**config.mk**
```make
export PLATFORM = sky130hd
export DESIGN_NAME = rvq_div_cell
export DESIGN_NICKNAME = d
export VERILOG_FILES = /design/src/rtl/rvq_div_cell.sv
export SDC_FILE = /design/constraint.sdc
export NUM_CORES = 1
export LEC_CHECK = 0
export BUFFER_PORTS_ARGS = -buffer_cell sky130_fd_sc_hd__buf_2
export CAP_MARGIN = 5
export CORE_MARGIN = 2
export CORE_UTILIZATION = 60
export CTS_CLUSTER_DIAMETER = 150
export DETAILED_ROUTE_END_ITERATION = 8
export MAX_ROUTING_LAYER = met4
export PLACE_DENSITY_LB_ADDON = 0.3
export SLEW_MARGIN = 20
export SYNTH_ARGS = -nofsm -noshare
export SYNTH_HDL_FRONTEND = slang
export SYNTH_SLANG_ARGS = --single-unit
```
**constraint.sdc**
```tcl
create_clock -name clk -period 7 [get_ports clk]
set_input_delay 1.05 -clock clk [delete_from_list [all_inputs] [get_ports clk]]
set_output_delay 1.05 -clock clk [all_outputs]
set_load 0.01 [all_outputs]
```
**src/rtl/rvq_div_cell.sv**
```systemverilog
// One quotient bit of a restoring divider.
// Standalone; chained by the top level, most significant bit first.
module rvq_div_cell (
  input  logic        clk,
  input  logic        en,
  input  logic [5:0]  shift,
  input  logic [63:0] den,
  input  logic [63:0] rem_in,
  input  logic [32:0] quo_in,
  output logic [63:0] rem_out,
  output logic [32:0] quo_out
);

  logic ge;

  assign ge = ((rem_in >> shift) >= den);

  always_ff @(posedge clk) begin
    if (en) begin
      rem_out <= ge ? rem_in - (den << shift) : rem_in;
      quo_out <= {quo_in[31:0], ge};
    end
  end

endmodule

```
==> run_results.csv, run 1 <==
group,metric,value,unit
detailed_routing,viasPerCell,6.70,
sta,max-slew-margin-rel,33.4,%
synthesis,ys_top_cells_by_count,"nand2_1, nor2_1, o21ai_0",
global_route,grt_util_met3,7.60,%
synthesis,synth-seq-cells,97,
die,die_w,169,um
job,drv_cap,0,
final_layout,diodes,0,
synthesis,syn_nets,2484,
synthesis,yosysSeqAreaShare,17.9,%
clock_network,cts_buffers,9,
detailed_routing,wl,65000,um
die,core,0.0268,mm2
global_route,use_met1,58.2,%
placed_design,dpl_cell_area,0.0180,mm2
final_layout,multi_input_area,0.0124,mm2
synthesis,synth_ff_type,"edfxtp_1",
sta,finalMaxSlewViolations,0,
setup_path,timing.critical_path.mode_cell,"nor2_1",
detailed_routing,dr.pass1.iters,6,
setup_path,path_cells,"buf_6 > buf_4 > mux4_2 > nand2_1 > nand2_1 > mux2i_1 > nor2_1 > a21oi_1 > buf_4 > nor2_1 > ha_1 > a21o_1 > a21oi_1 > nor2b_1 > o21ai_0 > nand2_1 > a2111oi_0 > o21bai_1 > o22ai_4 > inv_1 > buf_4 > nor2_1 > nor2_1",
final_layout,fin_area,0.0183,mm2
die,initial_utilization,60.8,%
synthesis,syn-instance-count,2187,
setup_path,cp_slowest_cell,"mux4_2",
power_and_ir_drop,ir_worst_vdd,0.000195,V
synthesis,synth.area.top_cells,"edfxtp_1, mux4_2, nand2_1",
sta,finalCritPeriodShare,92.1,%
die,die_area,0.0285,mm2
synthesis,synth_enable_flop_cells,97,
global_route,grt_max_degree,117,
final_layout,final_nets,2669,
setup_path,cp.depth,23,
detailed_routing,postRouteAntennaNets,0,
setup_path,arrival,6570,ps
sta,setup_viol,0,
clock_network,clock-sinks,97,
placed_design,dpl.hpwl,51900,um
sta,worst_slew_pin_slew,988,ps
setup_path,critPathTopFamily,"compound AO/OA/AOI/OAI gates",
setup_path,crit_buf_inv,5,
sta,setup_tns,0,ps
global_route,use_met2,69.8,%
clock_network,cts_buffer_depth,2,
final_layout,n_fill_cell,2315,
sta,max_freq,155,MHz
global_route,antenna_found_initial,0,
synthesis,syn_area_per_cell,7.45,um2
final_layout,area_growth,12.2,%
placed_design,gp_congestion,1.11,
synthesis,yosys_warnings,0,
global_route,grt_pass1_wl,95600,um
synthesis,yosysTopAreaCellShare,17.9,%
final_layout,regArea,0.00291,mm2
setup_path,critical_path.max_fanout,45,
die,fp.dieH,169,um
placed_design,port_buffers,264,
synthesis,syn_area,0.0163,mm2
setup_path,cp_data_required_time,7120,ps
min_path,holdPathStages,1,
global_route,grt.total_usage,45.2,%
detailed_routing,vias,18209,
outcome,outcome,"completed",
global_route,grt_pass1_vias,16327,
synthesis,synthArstFlopShare,0,%
min_path,worst_hold_path_type,"input port to register",
global_route,top_usage_layer,"met2",
clock_network,cts_root_buf,"clkbuf_16",
global_route,gr-total-overflow,0,
power_and_ir_drop,p_per_area,158,mW/mm2
synthesis,synth_largest_area_cell,"edfxtp_1",
detailed_routing,drc,0,
clock_network,hold_buffers,0,
final_layout,drive_above_1_share,19.6,%
clock_network,tritoncts,"built",
clock_network,clk_pin_slew,90,ps
sta,fin_crit,6450,ps
clock_network,cts-resized-gates,0,
detailed_routing,drtIter0Drc,2911,
sta,hold_violations,0,
setup_path,slowest_delay,610,ps
setup_path,cp-end-kind,"register",
sta,rsz0062_at_grt,"no",
synthesis,synth_cell_types,71,
clock_network,post-cts-setup-buffers,0,
setup_path,critPathKind,"input port to register",
detailed_routing,wl_per_cell,23.9,um
clock_network,h-tree-depth,3,
setup_path,critPathLaunchType,"input port",
power_and_ir_drop,leakage,8.46,nW
die,row_count,60,
synthesis,yosysMostFrequentCell,"nand2_1",
die,io_pins,266,
-- final timing paths --
kind | from | to | slack (ps)
max | shift[0] | rem_out[19]$_DFFE_PP_ | 550
min | quo_in[22] | quo_out[23]$_DFFE_PP_ | 850
-- routing by layer --
layer | up-vias | share of wire [%]
met5 | - | 0
met4 | 0 | 5.5
met3 | 207 | 12
met2 | 1403 | 44
met1 | 8350 | 38
li1 | 8249 | -
-- cell type report --
type,instances,share of cell area [%]
well taps,341,2.33
clock buffers,9,1.23
repair buffers,326,10.1
clock inverters,7,0.445
inverters,96,1.99
multi-input cells,1842,68.0
flip-flops and latches,97,15.9
-- metrics by stage --
step / setup slack [ps] / hold WS (ps) / utilization, % / power, mW / std cells
floorplan: 1360 / 1150 / - / 1.77 / 2187
detailed placement: 429 / 1230 / 67.1 / 2.30 / 2702
finish: 553 / 852 / 68.2 / 2.89 / 2718
global route: 258 / 850 / 68.2 / 3.01 / 2718
global placement: 424 / 1230 / 67.1 / 2.26 / 2702
CTS: 764 / 848 / 68.2 / 2.83 / 2718
-- sequential cells by signal (all words and copies together), names as in the netlist --
register and cells:
quo_out 33, rem_out 64
-- cells in the final DEF (no fill, tap or decap), types with 18 or more instances in the layout --
cell type	instances
mux4_2	80
o22ai_1	22
inv_1	92
a211oi_1	21
edfxtp_1	97
nor3_1	29
nand3_1	23
nor2b_1	25
buf_4	60
mux2i_1	123
xor2_1	25
a21oi_1	181
a31oi_1	23
ha_1	127
o21bai_1	18
nand4_1	27
o21ai_0	206
nor2_1	242
buf_2	261
a21o_1	44
xnor2_1	36
nand2_1	435
-- where the power goes --
group	internal, mW	total [mW]	switching [mW]
clock network	0.256	0.535	0.279
logic	0.616	1.66	1.04
registers	0.690	0.700	0.0103
-- cell families after synthesis --
kind of cell	count (synthesis)	share of synthesized area, %
mux	219	19.7
simple gates	847	22.0
xor+xnor	61	3.28
compound gates	587	21.3
buf+inv	248	5.95
fa+ha+maj	128	9.88
flops	97	17.9
No activity file was read; power rests on OpenSTA's default activity.
==> inputs of run 2 (changes only) <==
--- a/config.mk
+++ b/config.mk
@@ -9,6 +9,7 @@
 export CAP_MARGIN = 5
 export CORE_MARGIN = 2
 export CORE_UTILIZATION = 60
+export CTS_BUF_LIST = sky130_fd_sc_hd__clkbuf_4
 export CTS_CLUSTER_DIAMETER = 150
 export DETAILED_ROUTE_END_ITERATION = 8
 export MAX_ROUTING_LAYER = met4
==> run_results.csv, run 2 (synthesis gave the netlist of run 1 again) <==
group,metric,value,unit
global_route,grt.total_usage,45.1,%
setup_path,path_cells,"buf_6 > buf_12 > buf_4 > mux4_2 > nand2_1 > nand2_1 > mux2i_1 > nor2_1 > a21oi_1 > buf_4 > nor2_1 > ha_1 > a21o_1 > a21oi_1 > nor2b_1 > o21ai_0 > nand2_1 > a2111oi_0 > o21bai_1 > o22ai_4 > inv_1 > buf_4 > nor2_1 > a21oi_1",
sta,finalCritPeriodShare,89.4,%
setup_path,cp-end-kind,"register",
die,io_pins,266,
die,die_area,0.0285,mm2
setup_path,critical_path.max_fanout,45,
detailed_routing,drc,0,
global_route,grt_max_degree,117,
sta,max-slew-margin-rel,33.7,%
sta,hold_violations,0,
final_layout,final_nets,2669,
placed_design,port_buffers,264,
die,fp.dieH,169,um
final_layout,fin_util,67.6,%
outcome,outcome,"completed",
sta,max_freq,160,MHz
sta,setup_viol,0,
detailed_routing,postRouteAntennaNets,0,
detailed_routing,vias,18121,
job,drv_cap,0,
setup_path,cp_slowest_cell,"mux4_2",
setup_path,critPathTopFamily,"compound AO/OA/AOI/OAI gates",
clock_network,hold_buffers,0,
final_layout,mostFrequentLayoutCells,"nand2_1, buf_2, nor2_1",
clock_network,clk_pin_slew,220,ps
sta,worst_slew_pin_slew,984,ps
power_and_ir_drop,leakage,8.39,nW
global_route,gr-total-overflow,0,
detailed_routing,wl,64700,um
setup_path,slowest_delay,580,ps
detailed_routing,dr.pass1.iters,8,
global_route,grt_pass1_wl,95200,um
detailed_routing,wl_per_cell,23.8,um
final_layout,post_layout_nonfiller_instances,2720,
sta,fin_crit,6260,ps
final_layout,reg_top3,"rem_out x64, quo_out x33",
global_route,grt_pass1_vias,16387,
setup_path,crit_buf_inv,6,
setup_path,cp_data_required_time,7260,ps
min_path,holdPathStages,1,
die,die_w,169,um
setup_path,critPathKind,"input port to register",
clock_network,cts_buffers,9,
min_path,whs_endpoint,"quo_out[27]$_DFFE_PP_",
clock_network,cts-resized-gates,0,
placed_design,gp_congestion,1.11,
global_route,antenna_found_initial,2,
power_and_ir_drop,p_per_area,149,mW/mm2
clock_network,cts_buffer_depth,2,
placed_design,placed_cells,2702,
setup_path,critPathLaunchType,"input port",
clock_network,post-cts-setup-buffers,0,
min_path,hold_start,"quo_in[26]",
sta,setup_tns,0,ps
detailed_routing,viasPerCell,6.66,
final_layout,area_growth,11.3,%
setup_path,cp.depth,24,
detailed_routing,drtIter0Drc,2798,
power_and_ir_drop,p_total,2.71,mW
sta,finalMaxSlewViolations,0,
final_layout,final_common_cell,"nand2_1",
final_layout,largest_reg_flops,64,
clock_network,tritoncts,"built",
min_path,worst_hold_path_type,"input port to register",
placed_design,dpl.hpwl,51900,um
die,core,0.0268,mm2
clock_network,cts_root_buf,"clkbuf_4",
setup_path,arrival,6520,ps
die,initial_utilization,60.8,%
power_and_ir_drop,ir_worst_vdd,0.000117,V
final_layout,drive_above_1_share,19.6,%
clock_network,h-tree-depth,3,
final_layout,top_register,"rem_out",
die,row_count,60,
clock_network,clock-sinks,97,
sta,rsz0062_at_grt,"no",
[run 2: cell count changes in the layout (fill, tap and decap cells not counted)]
cell / change
clkbuf_4: +9
diode_2: +2
clkbuf_16: -9
[run 2: cell type report]
type	instances	area, um2
diodes	2	5.00
clock buffers	9	67.6
clock inverters	7	81.3
fillers	2339	8670
inverters	96	363
multi-input cells	1842	12400
flip-flops and latches	97	2910
well taps	341	427
repair buffers	326	1850
[run 2: worst max-delay path by stage]
stage / from / endpoint / slack, ps
after CTS: shift[0] / rem_out[23]$_DFFE_PP_ / 940
after detailed placement: shift[0] / rem_out[19]$_DFFE_PP_ / 430
after global placement: shift[0] / rem_out[12]$_DFFE_PP_ / 420
final: shift[0] / rem_out[23]$_DFFE_PP_ / 740
after floorplan: shift[0] / rem_out[1]$_DFFE_PP_ / 1360
after global routing: shift[0] / rem_out[23]$_DFFE_PP_ / 470
[run 2: report_power, final]
group          switching (mW)  leakage [nW]  total [mW]  internal [mW]
registers              0.0103         0.949       0.700          0.690
clock network           0.261        0.0801       0.348         0.0866
logic                    1.04          7.36        1.66          0.616
total                    1.31          8.39        2.71           1.39
[run 2: stage by stage]
step | area, um2 | hold slack [ps] | worst slack, ps
finish | 18100 | 674 | 740
global route | 18100 | 661 | 471
CTS | 18100 | 663 | 936
detailed placement | 18000 | 1230 | 429
global placement | 18000 | 1230 | 424
floorplan | 16300 | 1150 | 1360
[run 2: metal layers]
layer	GRT usage, %	wire, um	vias up
met5	-	0	-
met4	21.7	3690	0
met3	8.49	7950	209
met2	68.9	28500	1375
met1	57.7	24500	8289
li1	-	-	8248
